## config.mk

```make
export PLATFORM = sky130hd
export DESIGN_NAME = one_wire_bus_master
export DESIGN_NICKNAME = d
export VERILOG_FILES = /design/src/hw/rtl/owbm_pkg.sv /design/src/hw/rtl/owbm_regs.sv /design/src/hw/rtl/owbm_engine.sv /design/src/hw/rtl/one_wire_bus_master.sv
export SDC_FILE = /design/constraint.sdc
export NUM_CORES = 1
export LEC_CHECK = 0
export ABC_CLOCK_PERIOD_IN_PS = 9200
export BUFFER_PORTS_ARGS = -buffer_cell sky130_fd_sc_hd__buf_2
export CAP_MARGIN = 30
export CORE_MARGIN = 5
export CORE_UTILIZATION = 60
export CTS_CLUSTER_DIAMETER = 200
export DETAILED_ROUTE_END_ITERATION = 10
export PLACE_DENSITY = 0.91
export SYNTH_ARGS = -nofsm -noshare
export SYNTH_HDL_FRONTEND = slang
export SYNTH_HIERARCHICAL = 1
export SYNTH_SLANG_ARGS = --single-unit
export TNS_END_PERCENT = 5
```

## constraint.sdc

```tcl
create_clock -name i_clk -period 9.2 [get_ports i_clk]
set_input_delay 1.84 -clock i_clk [delete_from_list [all_inputs] [get_ports i_clk]]
set_output_delay 1.84 -clock i_clk [all_outputs]
set_load 0.03 [all_outputs]
```

## src/hw/rtl/owbm_pkg.sv

```systemverilog
`timescale 1ns / 1ps
// shared types and constants for the one-wire bus master
package owbm_pkg;

    localparam int unsigned APB_ADDR_W = 5;
    localparam int unsigned APB_DATA_W = 32;
    localparam int unsigned COUNT_W    = 10;

    localparam logic [9:0] RESET_LOW_DEF       = 10'd480;
    localparam logic [9:0] PRESENCE_SAMPLE_DEF = 10'd60;
    localparam logic [9:0] RESET_RECOVER_DEF   = 10'd480;
    localparam logic [6:0] WRITE_ONE_LOW_DEF   = 7'd6;
    localparam logic [6:0] WRITE_ZERO_LOW_DEF  = 7'd60;
    localparam logic [6:0] SLOT_DEF            = 7'd70;
    localparam logic [3:0] READ_LOW_DEF        = 4'd2;
    localparam logic [6:0] READ_SAMPLE_DEF     = 7'd4;

    typedef enum logic [1:0] {
        CMD_TICK  = 2'd0,
        CMD_RESET = 2'd1,
        CMD_WRITE = 2'd2,
        CMD_READ  = 2'd3
    } t_cmd;

    typedef struct packed {
        logic [9:0] reset_low_ticks;
        logic [9:0] presence_sample_ticks;
        logic [9:0] reset_recover_ticks;
        logic [6:0] write_one_low_ticks;
        logic [6:0] write_zero_low_ticks;
        logic [6:0] slot_ticks;
        logic [3:0] read_low_ticks;
        logic [6:0] read_sample_ticks;
    } t_cfg;

    typedef struct packed {
        logic [1:0] command;
        logic [7:0] data_byte;
        logic       line_level;
    } t_in_item;

    typedef struct packed {
        logic       drive_low;
        logic       busy_res;
        logic       done_res;
        logic [7:0] read_data;
        logic       presence_level;
    } t_out_item;

endpackage

```

## src/hw/rtl/owbm_regs.sv

```systemverilog
`timescale 1ns / 1ps
// apb register file holding the bus timing settings
module owbm_regs (
    input  logic                               i_clk,
    input  logic                               i_rst_n,
    input  logic                               psel,
    input  logic                               penable,
    input  logic                               pwrite,
    input  logic [owbm_pkg::APB_ADDR_W-1:0]    paddr,
    input  logic [owbm_pkg::APB_DATA_W-1:0]    pwdata,
    output logic [owbm_pkg::APB_DATA_W-1:0]    prdata,
    output logic                               pready,
    output owbm_pkg::t_cfg                     o_cfg
);

    typedef enum logic [2:0] {
        REG_RESET_LOW       = 3'd0,
        REG_PRESENCE_SAMPLE = 3'd1,
        REG_RESET_RECOVER   = 3'd2,
        REG_WRITE_ONE_LOW   = 3'd3,
        REG_WRITE_ZERO_LOW  = 3'd4,
        REG_SLOT            = 3'd5,
        REG_READ_LOW        = 3'd6,
        REG_READ_SAMPLE     = 3'd7
    } t_reg_idx;

    owbm_pkg::t_cfg r_cfg;
    t_reg_idx       w_idx;
    logic           w_wr;

    assign pready = 1'b1;
    assign w_idx  = t_reg_idx'(paddr[4:2]);
    assign w_wr   = psel && penable && pwrite && pready;
    assign o_cfg  = r_cfg;

    always_ff @(posedge i_clk) begin
        if (!i_rst_n) begin
            r_cfg.reset_low_ticks       <= owbm_pkg::RESET_LOW_DEF;
            r_cfg.presence_sample_ticks <= owbm_pkg::PRESENCE_SAMPLE_DEF;
            r_cfg.reset_recover_ticks   <= owbm_pkg::RESET_RECOVER_DEF;
            r_cfg.write_one_low_ticks   <= owbm_pkg::WRITE_ONE_LOW_DEF;
            r_cfg.write_zero_low_ticks  <= owbm_pkg::WRITE_ZERO_LOW_DEF;
            r_cfg.slot_ticks            <= owbm_pkg::SLOT_DEF;
            r_cfg.read_low_ticks        <= owbm_pkg::READ_LOW_DEF;
            r_cfg.read_sample_ticks     <= owbm_pkg::READ_SAMPLE_DEF;
        end else if (w_wr) begin
            unique case (w_idx)
                REG_RESET_LOW:       r_cfg.reset_low_ticks       <= pwdata[9:0];
                REG_PRESENCE_SAMPLE: r_cfg.presence_sample_ticks <= pwdata[9:0];
                REG_RESET_RECOVER:   r_cfg.reset_recover_ticks   <= pwdata[9:0];
                REG_WRITE_ONE_LOW:   r_cfg.write_one_low_ticks   <= pwdata[6:0];
                REG_WRITE_ZERO_LOW:  r_cfg.write_zero_low_ticks  <= pwdata[6:0];
                REG_SLOT:            r_cfg.slot_ticks            <= pwdata[6:0];
                REG_READ_LOW:        r_cfg.read_low_ticks        <= pwdata[3:0];
                REG_READ_SAMPLE:     r_cfg.read_sample_ticks     <= pwdata[6:0];
                default: ;
            endcase
        end
    end

    always_comb begin
        prdata = '0;
        unique case (w_idx)
            REG_RESET_LOW:       prdata = {22'd0, r_cfg.reset_low_ticks};
            REG_PRESENCE_SAMPLE: prdata = {22'd0, r_cfg.presence_sample_ticks};
            REG_RESET_RECOVER:   prdata = {22'd0, r_cfg.reset_recover_ticks};
            REG_WRITE_ONE_LOW:   prdata = {25'd0, r_cfg.write_one_low_ticks};
            REG_WRITE_ZERO_LOW:  prdata = {25'd0, r_cfg.write_zero_low_ticks};
            REG_SLOT:            prdata = {25'd0, r_cfg.slot_ticks};
            REG_READ_LOW:        prdata = {28'd0, r_cfg.read_low_ticks};
            REG_READ_SAMPLE:     prdata = {25'd0, r_cfg.read_sample_ticks};
            default:             prdata = '0;
        endcase
    end

endmodule

```

## src/hw/rtl/owbm_engine.sv

```systemverilog
`timescale 1ns / 1ps
// bus sequencer: one tick transaction in, one result out
module owbm_engine (
    input  logic                i_clk,
    input  logic                i_rst_n,
    input  logic                i_step,
    input  owbm_pkg::t_cfg      i_cfg,
    input  owbm_pkg::t_in_item  i_item,
    output owbm_pkg::t_out_item o_result
);

    typedef enum logic [1:0] {
        PH_IDLE  = 2'd0,
        PH_RESET = 2'd1,
        PH_WRITE = 2'd2,
        PH_READ  = 2'd3
    } t_phase;

    localparam logic [2:0] SEG_LOW     = 3'd0;
    localparam logic [2:0] SEG_WAIT    = 3'd1;
    localparam logic [2:0] SEG_RECOVER = 3'd2;
    localparam logic [2:0] LAST_BIT    = 3'd7;

    t_phase      r_phase, n_phase, w_phase;
    logic [9:0]  r_count, n_count, w_count;
    logic [2:0]  r_bit, n_bit, w_bit;
    logic [7:0]  r_shift, n_shift, w_shift;
    logic [7:0]  r_read, n_read;
    logic        r_presence, n_presence;
    logic        w_start, w_drive, w_done, w_last, w_low_bit;
    logic [10:0] w_inc;
    logic [6:0]  w_low;

    always_comb begin
        w_start = (r_phase == PH_IDLE) && (i_item.command != owbm_pkg::CMD_TICK);
        w_phase = w_start ? t_phase'(i_item.command) : r_phase;
        w_count = w_start ? '0 : r_count;
        w_bit   = w_start ? '0 : r_bit;
        w_shift = r_shift;
        if (w_start) begin
            w_shift = (i_item.command == owbm_pkg::CMD_WRITE) ? i_item.data_byte : 8'd0;
        end
        w_inc     = {1'b0, w_count} + 11'd1;
        w_last    = w_inc >= {4'd0, i_cfg.slot_ticks};
        w_low_bit = w_shift[0];
        w_low     = w_low_bit ? i_cfg.write_one_low_ticks : i_cfg.write_zero_low_ticks;

        n_phase    = w_phase;
        n_count    = w_inc[9:0];
        n_bit      = w_bit;
        n_shift    = w_shift;
        n_read     = r_read;
        n_presence = r_presence;
        w_drive    = 1'b0;
        w_done     = 1'b0;

        unique case (w_phase)
            PH_IDLE: begin
                n_count = w_count;
            end
            PH_RESET: begin
                if (w_bit == SEG_LOW) begin
                    w_drive = 1'b1;
                    if (w_inc >= {1'b0, i_cfg.reset_low_ticks}) begin
                        n_bit   = SEG_WAIT;
                        n_count = '0;
                    end
                end else if (w_bit == SEG_WAIT) begin
                    if (w_inc >= {1'b0, i_cfg.presence_sample_ticks}) begin
                        n_presence = i_item.line_level;
                        n_bit      = SEG_RECOVER;
                        n_count    = '0;
                    end
                end else begin
                    if (w_inc >= {1'b0, i_cfg.reset_recover_ticks}) begin
                        w_done  = 1'b1;
                        n_phase = PH_IDLE;
                        n_bit   = '0;
                        n_count = '0;
                    end
                end
            end
            PH_WRITE, PH_READ: begin
                if (w_phase == PH_WRITE) begin
                    w_drive = w_count < {3'd0, w_low};
                    if (w_last) begin
                        n_shift = {1'b0, w_shift[7:1]};
                    end
                end else begin
                    w_drive = w_count < {6'd0, i_cfg.read_low_ticks};
                    if ((w_count == {3'd0, i_cfg.read_sample_ticks}) ||
                        (w_last && (w_count < {3'd0, i_cfg.read_sample_ticks}))) begin
                        n_shift = {i_item.line_level, w_shift[7:1]};
                    end
                end
                if (w_last) begin
                    n_count = '0;
                    if (w_bit == LAST_BIT) begin
                        if (w_phase == PH_READ) begin
                            n_read = n_shift;
                        end
                        w_done  = 1'b1;
                        n_phase = PH_IDLE;
                        n_bit   = '0;
                    end else begin
                        n_bit = w_bit + 3'd1;
                    end
                end
            end
            default: ;
        endcase

        o_result.drive_low      = w_drive;
        o_result.busy_res       = (w_phase != PH_IDLE);
        o_result.done_res       = w_done;
        o_result.read_data      = n_read;
        o_result.presence_level = n_presence;
    end

    always_ff @(posedge i_clk) begin
        if (!i_rst_n) begin
            r_phase    <= PH_IDLE;
            r_count    <= '0;
            r_bit      <= '0;
            r_shift    <= '0;
            r_read     <= '0;
            r_presence <= 1'b1;
        end else if (i_step) begin
            r_phase    <= n_phase;
            r_count    <= n_count;
            r_bit      <= n_bit;
            r_shift    <= n_shift;
            r_read     <= n_read;
            r_presence <= n_presence;
        end
    end

endmodule

```

## src/hw/rtl/one_wire_bus_master.sv

```systemverilog
`timescale 1ns / 1ps
// one-wire bus master top level
//
//  channel  direction  handshake                  payload
//  in       input      i_in_valid / o_in_ready    i_in_item  (command, data_byte, line_level)
//  out      output     o_out_valid / i_out_ready  o_out_item (drive_low .. presence_level)
//  cfg      input      psel penable pwrite pready paddr, pwdata, prdata
//
//  one tick transaction is taken per clock unless a stalled result holds it off; its result
//  is registered, shown the cycle after acceptance, with sequencer state updated at that edge
//  synchronous active-low reset puts the sequencer idle and the timing registers
//  at their defaults; no clearing pass is needed
//  a stalled result holds the output register and the input side waits with it
module one_wire_bus_master (
    input  logic                              i_clk,
    input  logic                              i_rst_n,
    input  logic                              i_in_valid,
    output logic                              o_in_ready,
    input  owbm_pkg::t_in_item                i_in_item,
    output logic                              o_out_valid,
    input  logic                              i_out_ready,
    output owbm_pkg::t_out_item               o_out_item,
    input  logic                              psel,
    input  logic                              penable,
    input  logic                              pwrite,
    input  logic [owbm_pkg::APB_ADDR_W-1:0]   paddr,
    input  logic [owbm_pkg::APB_DATA_W-1:0]   pwdata,
    output logic [owbm_pkg::APB_DATA_W-1:0]   prdata,
    output logic                              pready
);

    owbm_pkg::t_cfg      w_cfg;
    owbm_pkg::t_out_item w_result;
    owbm_pkg::t_out_item r_out_item;
    logic                r_out_valid;
    logic                w_accept;

    assign o_in_ready  = !r_out_valid || i_out_ready;
    assign w_accept    = i_in_valid && o_in_ready;
    assign o_out_valid = r_out_valid;
    assign o_out_item  = r_out_item;

    owbm_regs u_regs (
        .i_clk   (i_clk),
        .i_rst_n (i_rst_n),
        .psel    (psel),
        .penable (penable),
        .pwrite  (pwrite),
        .paddr   (paddr),
        .pwdata  (pwdata),
        .prdata  (prdata),
        .pready  (pready),
        .o_cfg   (w_cfg)
    );

    owbm_engine u_engine (
        .i_clk    (i_clk),
        .i_rst_n  (i_rst_n),
        .i_step   (w_accept),
        .i_cfg    (w_cfg),
        .i_item   (i_in_item),
        .o_result (w_result)
    );

    always_ff @(posedge i_clk) begin
        if (!i_rst_n) begin
            r_out_valid <= 1'b0;
        end else if (o_in_ready) begin
            r_out_valid <= i_in_valid;
        end
    end

    always_ff @(posedge i_clk) begin
        if (w_accept) begin
            r_out_item <= w_result;
        end
    end

endmodule

```

==> metrics, run 1 <==
CP most frequent cell buf_2; Setup TNS Final 0 ns; placed cells 1,005; 1st-iter DRT viols 650; Tcrit/Tclk final 59.3%; layout cells sized above 1 12.4%; syn_area_per_cell 8.43 um2; core area 0.0119 mm2; GRT Overall Usage 25.8%; largest family of logic cells by synthesized area compound AO/OA/AOI/OAI gates; # IOs 102; worst-path fanout max 32; Yosys reg bits 107; H-Tree Depth 3; Post-Route WL 18,900 um; Post-synth EDFFs 12; post-synth top area share 26.3%; Adder-Cell Fraction of Synth Area 9.51%; post-synth cell types 85; Hold WS 0.475 ns; post-route cell area 0.00760 mm2; Hold Buf Count CTS 0; slowest CP cell nand2_1; Die Ht 120 um; data required time at the worst endpoint 7.36 ns; Synth top cells by count nand2_1, dfxtp_1, inv_1; non-filler cells, final 1,021; Hold Vio Cnt, Final 0; CP bufs+invs 2; run status finished, final reports clean; row cnt 40; Max Cap Violations 0; Bufs on Longest Clock Path 2; Worst Hold Class reg2reg; Main synth FF type dfxtp_1; top cell family by delay on the critical path buffers and inverters; Slew Limit Fails 0; worst-path cell chain buf_2 -> nand2_1 -> o22ai_1 -> o22a_1 -> buf_2; DR vias/cell 6.39; synthesized instance count 858; critical path arrival 3.61 ns; grt total ovfl 0; unrepaired setup endpoints after global routing false; first-pass GRT wire length 30,200 um; Worst setup SP type input port; complex-gate fraction of the synthesized area 24.8%; Worst Tran Pin Value 1.05 ns; xor/xnor cell area share of the yosys netlist 1.21%; router iterations before antenna repair 6; DP Area 0.00731 mm2; initial antenna violation count 0; f_max 183 MHz; Worst VDD drop 0.000136 V; CP Capture Type primary output; kind of critical path in2out; Residual DRC 0; Tmin final 5.45 ns; # port buffers 54; Synth area leaders dfxtp_1, ha_1, nand2_1; Num Clock Sinks 107; CTS Buf Count 9; slew margin rel. 29.4%; CTS tree done; Post-DP HPWL 13,400 um; Worst-Skew Late Latency 0.35 ns; RD Place Congestion 0.913; setup bufs post-CTS 0; via count of the first global-routing pass 6,090; Seq/Total Area, Yosys 31.3%; Synth Area in Simple Gates 17.2%; Ant. Diodes 0; Final setup viols 0; clock skew 0.0103 ns; Synthesis Warnings 6; routed via count 6,520; area of the mapped netlist 0.00723 mm2; wire per inst 18.5 um; cts repair resizes 0; Die Wd 120 um; die area 0.0144 mm2; CTS clk-pin slew, worst paths 0.06 ns; LEAKAGE 0.00328 uW; async set or reset register ratio after synthesis 0%; multiplexer share of the synthesized area 6.02%; Yosys top cell by area dfxtp_1; Area Growth Syn to Fin 5.02%; most frequent cell after synthesis nand2_1; post-route ant nets 0; largest net degree at the start of global routing 85; PwrDens 136 mW/mm2; Starting Density 60.7%; Final Net Count 979; Root Buffer clkbuf_16; Worst path max stage delay 0.52 ns
-- kinds of logic after synthesis --
group,Yosys count
DFF,107
adders and majority gates,55
xor gates and xnor gates,10
AOI/OAI and AO/OA,254
buffers and inverters,139
and+or+nand+nor,249
muxes,42
other,2
-- state kept, by name (all words and copies together), names as in the netlist --
signal               cells
o_out_item              12
o_out_valid              1
u_engine/r_bit           3
u_engine/r_count        10
u_engine/r_phase         2
u_engine/r_presence      1
u_engine/r_read          8
u_engine/r_shift         8
u_regs/o_cfg            62
-- where the power goes --
part	total, uW	leakage [uW]	internal, uW	switching, uW
Combinational	160	0.00225	48.2	112
Clock	380	0.000144	201	178
Sequential	490	0.000883	481	8.68
Total	1030	0.00328	731	299
-- final timing paths --
check / from / to / slack (ns) / cells past startpoint
setup reg to reg: u_engine/r_phase[0] / u_engine/r_read[1] / 5.00 / 10
hold / removal: u_engine/r_read[1] / u_engine/r_read[1] / 0.48 / 1
setup / recovery: paddr[4] / prdata[6] / 3.75 / 5
hold reg to reg: u_engine/r_read[1] / u_engine/r_read[1] / 0.48 / 1
-- cell usage in the layout, fill, tap and decap left out, types with 8 or more instances in the layout --
cell type	n
a21o_1	9
mux2i_1	30
edfxtp_1	12
nand2b_1	15
a21boi_1	10
nand3_1	27
nor2b_1	9
nand2_1	109
a22oi_1	9
nor2_1	42
o22ai_1	8
and2_1	8
mux2_2	12
inv_1	61
ha_1	55
clkbuf_16	9
o21ai_0	55
dfxtp_1	95
a22o_1	22
conb_1	23
buf_2	54
a21boi_0	30
a21oi_1	37
-- per-stage QoR --
step           setup slack [ns]  utilization (%)  power, uW
2_1_floorplan              4.22                -        626
3_3_place_gp               3.71             61.4        652
3_5_place_dp               3.68             61.4        655
4_1_cts                    3.78             63.8       1030
5_1_grt                    3.61             63.8       1070
6_report                   3.75             63.8       1030
-- cell type report --
cell class / instances / area [um2]
multi-input combinational: 633 / 4340
fill: 994 / 4310
sequential: 107 / 2260
timing repair buffer: 57 / 293
clock buffer: 12 / 256
inverter: 61 / 229
tap: 147 / 184
clock inverter: 4 / 32.5
-- routing by layer --
metal | GRT usage, % | part of all wire [%] | up-vias
li1 | - | - | 3027
met1 | 33.6 | 40 | 3063
met2 | 43.2 | 47 | 370
met3 | 4.81 | 9.3 | 60
met4 | 8.73 | 2.9 | 0
met5 | 0 | 0 | -
(Power assumes the default switching activity.)
==> run 2, diff against run 1 <==
--- a/config.mk
+++ b/config.mk
@@ -5,14 +5,14 @@
 export SDC_FILE = /design/constraint.sdc
 export NUM_CORES = 1
 export LEC_CHECK = 0
-export ABC_CLOCK_PERIOD_IN_PS = 9200
+export ABC_CLOCK_PERIOD_IN_PS = 5000
 export BUFFER_PORTS_ARGS = -buffer_cell sky130_fd_sc_hd__buf_2
 export CAP_MARGIN = 30
 export CORE_MARGIN = 5
-export CORE_UTILIZATION = 60
+export CORE_UTILIZATION = 53
 export CTS_CLUSTER_DIAMETER = 200
 export DETAILED_ROUTE_END_ITERATION = 10
-export PLACE_DENSITY = 0.91
+export PLACE_DENSITY = 0.86
 export SYNTH_ARGS = -nofsm -noshare
 export SYNTH_HDL_FRONTEND = slang
 export SYNTH_HIERARCHICAL = 1
==> constraint.sdc (replaced) <==
create_clock -name i_clk -period 5 [get_ports i_clk]
set_input_delay 1 -clock i_clk [delete_from_list [all_inputs] [get_ports i_clk]]
set_output_delay 1 -clock i_clk [all_outputs]
set_load 0.03 [all_outputs]
==> metrics, run 2 (synthesis gave the netlist of run 1 again) <==
run status finished, final reports clean (unchanged); Worst path max stage delay 0.54 ns (was 0.52 ns); core area 0.0133 mm2 (was 0.0119 mm2); Worst Tran Pin Value 0.962 ns (was 1.05 ns); Hold Crit Depth 1 (unchanged); most frequent cells in the layout nand2_1, dfxtp_1, inv_1 (unchanged); Final Net Count 987 (was 979); DP Area 0.00740 mm2 (was 0.00731 mm2); setup bufs post-CTS 0 (unchanged); DR vias/cell 6.12 (was 6.39); slew margin rel. 35.6% (was 29.4%); Final setup viols 0 (unchanged); PwrDens 247 mW/mm2 (was 136 mW/mm2); Post-Route WL 18,800 um (was 18,900 um); post-route cell area 0.00769 mm2 (was 0.00760 mm2); area of the multi-input gates 0.00434 mm2 (unchanged); Post-DP HPWL 13,400 um (about the same); critical path arrival 4.22 ns (was 3.61 ns); Tmin final 4.01 ns; Num Clock Sinks 107 (unchanged); wire per inst 17.7 um (was 18.5 um); Hold Buf Count CTS 0 (unchanged); unrepaired setup endpoints after global routing false (unchanged); reg-to-reg endpoint u_engine/r_shift[2] (was u_engine/r_read[1]); r2r setup slk 1.19 ns (was 5.00 ns); kind of critical path in2reg (was in2out); CP most frequent cell a21oi_1 (was buf_2); Worst-Skew Late Latency 0.36 ns (was 0.35 ns); Max Cap Violations 0 (unchanged); Tcrit/Tclk final 80.1%; top cell family by delay on the critical path compound AO/OA/AOI/OAI gates (was buffers and inverters); LEAKAGE 0.00332 uW (was 0.00328 uW); Bufs on Longest Clock Path 2 (unchanged); routed via count 6,475 (was 6,520); Largest register FFs 62 (unchanged); worst-path cell chain buf_2 -> nor2_1 -> buf_4 -> nor2_1 -> buf_4 -> nor2_1 -> ha_1 -> a21oi_1 -> o21ai_0 -> a21oi_1 -> and3_4 -> o21ai_4 -> a21oi_1 -> a21oi_1 (was buf_2 -> nand2_1 -> o22ai_1 -> o22a_1 -> buf_2); grt total ovfl 0 (unchanged); # port buffers 54 (unchanged); RD Place Congestion 0.928 (was 0.913); # IOs 102 (unchanged); Residual DRC 0 (unchanged); Die Wd 127 um (was 120 um); CP Capture Type register (was primary output); CTS tree done (unchanged); CP bufs+invs 3 (was 2); layout cells sized above 1 13.3% (was 12.4%); H-Tree Depth 3 (unchanged); Die Ht 127 um (was 120 um); via count of the first global-routing pass 6,060 (was 6,090); Slew Limit Fails 0 (unchanged); largest net degree at the start of global routing 85 (unchanged); router iterations before antenna repair 5 (was 6); R2R Path Start u_engine/r_phase[0] (unchanged); cts repair resizes 0 (unchanged); post-route ant nets 0 (unchanged); hold_sp u_engine/r_read[6] (was u_engine/r_read[1]); Worst setup SP type input port (unchanged); commonest non-fill, non-tap cell in the layout nand2_1 (unchanged); clock skew 0.00910 ns (was 0.0103 ns); row cnt 42 (was 40); Hold Path End u_engine/r_read[6] (was u_engine/r_read[1]); data required time at the worst endpoint 5.22 ns (was 7.36 ns); Ant. Diodes 0 (unchanged); GRT Overall Usage 22.9% (was 25.8%); worst-path fanout max 16 (was 32); CTS clk-pin slew, worst paths 0.07 ns (was 0.06 ns); Area Growth Syn to Fin 6.31% (was 5.02%); slowest CP cell a21oi_1 (was nand2_1); Root Buffer clkbuf_16 (unchanged); Worst VDD drop 0.000168 V (was 0.000136 V); Hold WS 0.476 ns (was 0.475 ns); Starting Density 54.4% (was 60.7%); Setup TNS Final 0 ns (unchanged); die area 0.0161 mm2 (was 0.0144 mm2); Worst Hold Class reg2reg (unchanged); 1st-iter DRT viols 730 (was 650); register area 0.00226 mm2 (unchanged); Hold Vio Cnt, Final 0 (unchanged); initial antenna violation count 0 (unchanged); first-pass GRT wire length 30,300 um (was 30,200 um); f_max 250 MHz; Layout fillers 1,172 (was 994); FF-to-FF path depth 12 (was 10); CTS Buf Count 9 (unchanged)
## run 2: layout make-up
type                            instances  share of cell area, %
Clock buffer                           10                   3.11
Clock inverter                          6                  0.618
Inverter                               61                   2.98
Multi-Input combinational cell        633                   56.4
Sequential cell                       107                   29.4
Tap cell                              176                   2.86
Timing Repair Buffer                   65                   4.59
## run 2: worst reg2reg max path: cells and delay by family, from the launching register on
family | cells | cell delay (ns)
fa+ha+maj | 1 | 0.34
compound gates | 6 | 1.53
simple gates | 4 | 1.08
flops | 1 | 0.54
buf+inv | 1 | 0.18
## run 2: metrics by stage
stage / total power, uW / util, % / instances / worst slack [ns]
2_1_floorplan: 1150 / - / 879 / 0.858
3_3_place_gp: 1210 / 55.7 / 1042 / 0.745
3_5_place_dp: 1210 / 55.7 / 1042 / 0.713
4_1_cts: 1890 / 57.8 / 1058 / 1.06
5_1_grt: 1960 / 57.8 / 1058 / 0.665
6_report: 1900 / 57.8 / 1058 / 0.995
## run 2: power breakdown
group | internal (uW) | total (uW) | switching (uW) | leakage [uW]
registers | 885 | 901 | 15.8 | 0.000883
logic | 93.3 | 298 | 205 | 0.00229
clock network | 358 | 699 | 341 | 0.000145
## run 2: how the worst max path moves through the flow
stage	startpoint	slack (ns)	cells after the start	end
detailed placement	i_in_item[9]	0.71	14	u_engine/r_count[4]
global placement	i_in_item[9]	0.75	14	o_out_item[1]
CTS	i_in_item[9]	1.06	14	o_out_item[6]
finish	i_in_item[9]	0.99	14	u_engine/r_shift[2]
floorplan	i_in_item[9]	0.86	15	o_out_item[1]
global route	i_in_item[9]	0.66	14	u_engine/r_count[6]
## run 2: routing by layer
layer	GRT usage [%]	wire, um
met1	31.0	7930
met2	36.5	8720
met3	4.54	1670
met4	7.70	430
met5	0	0
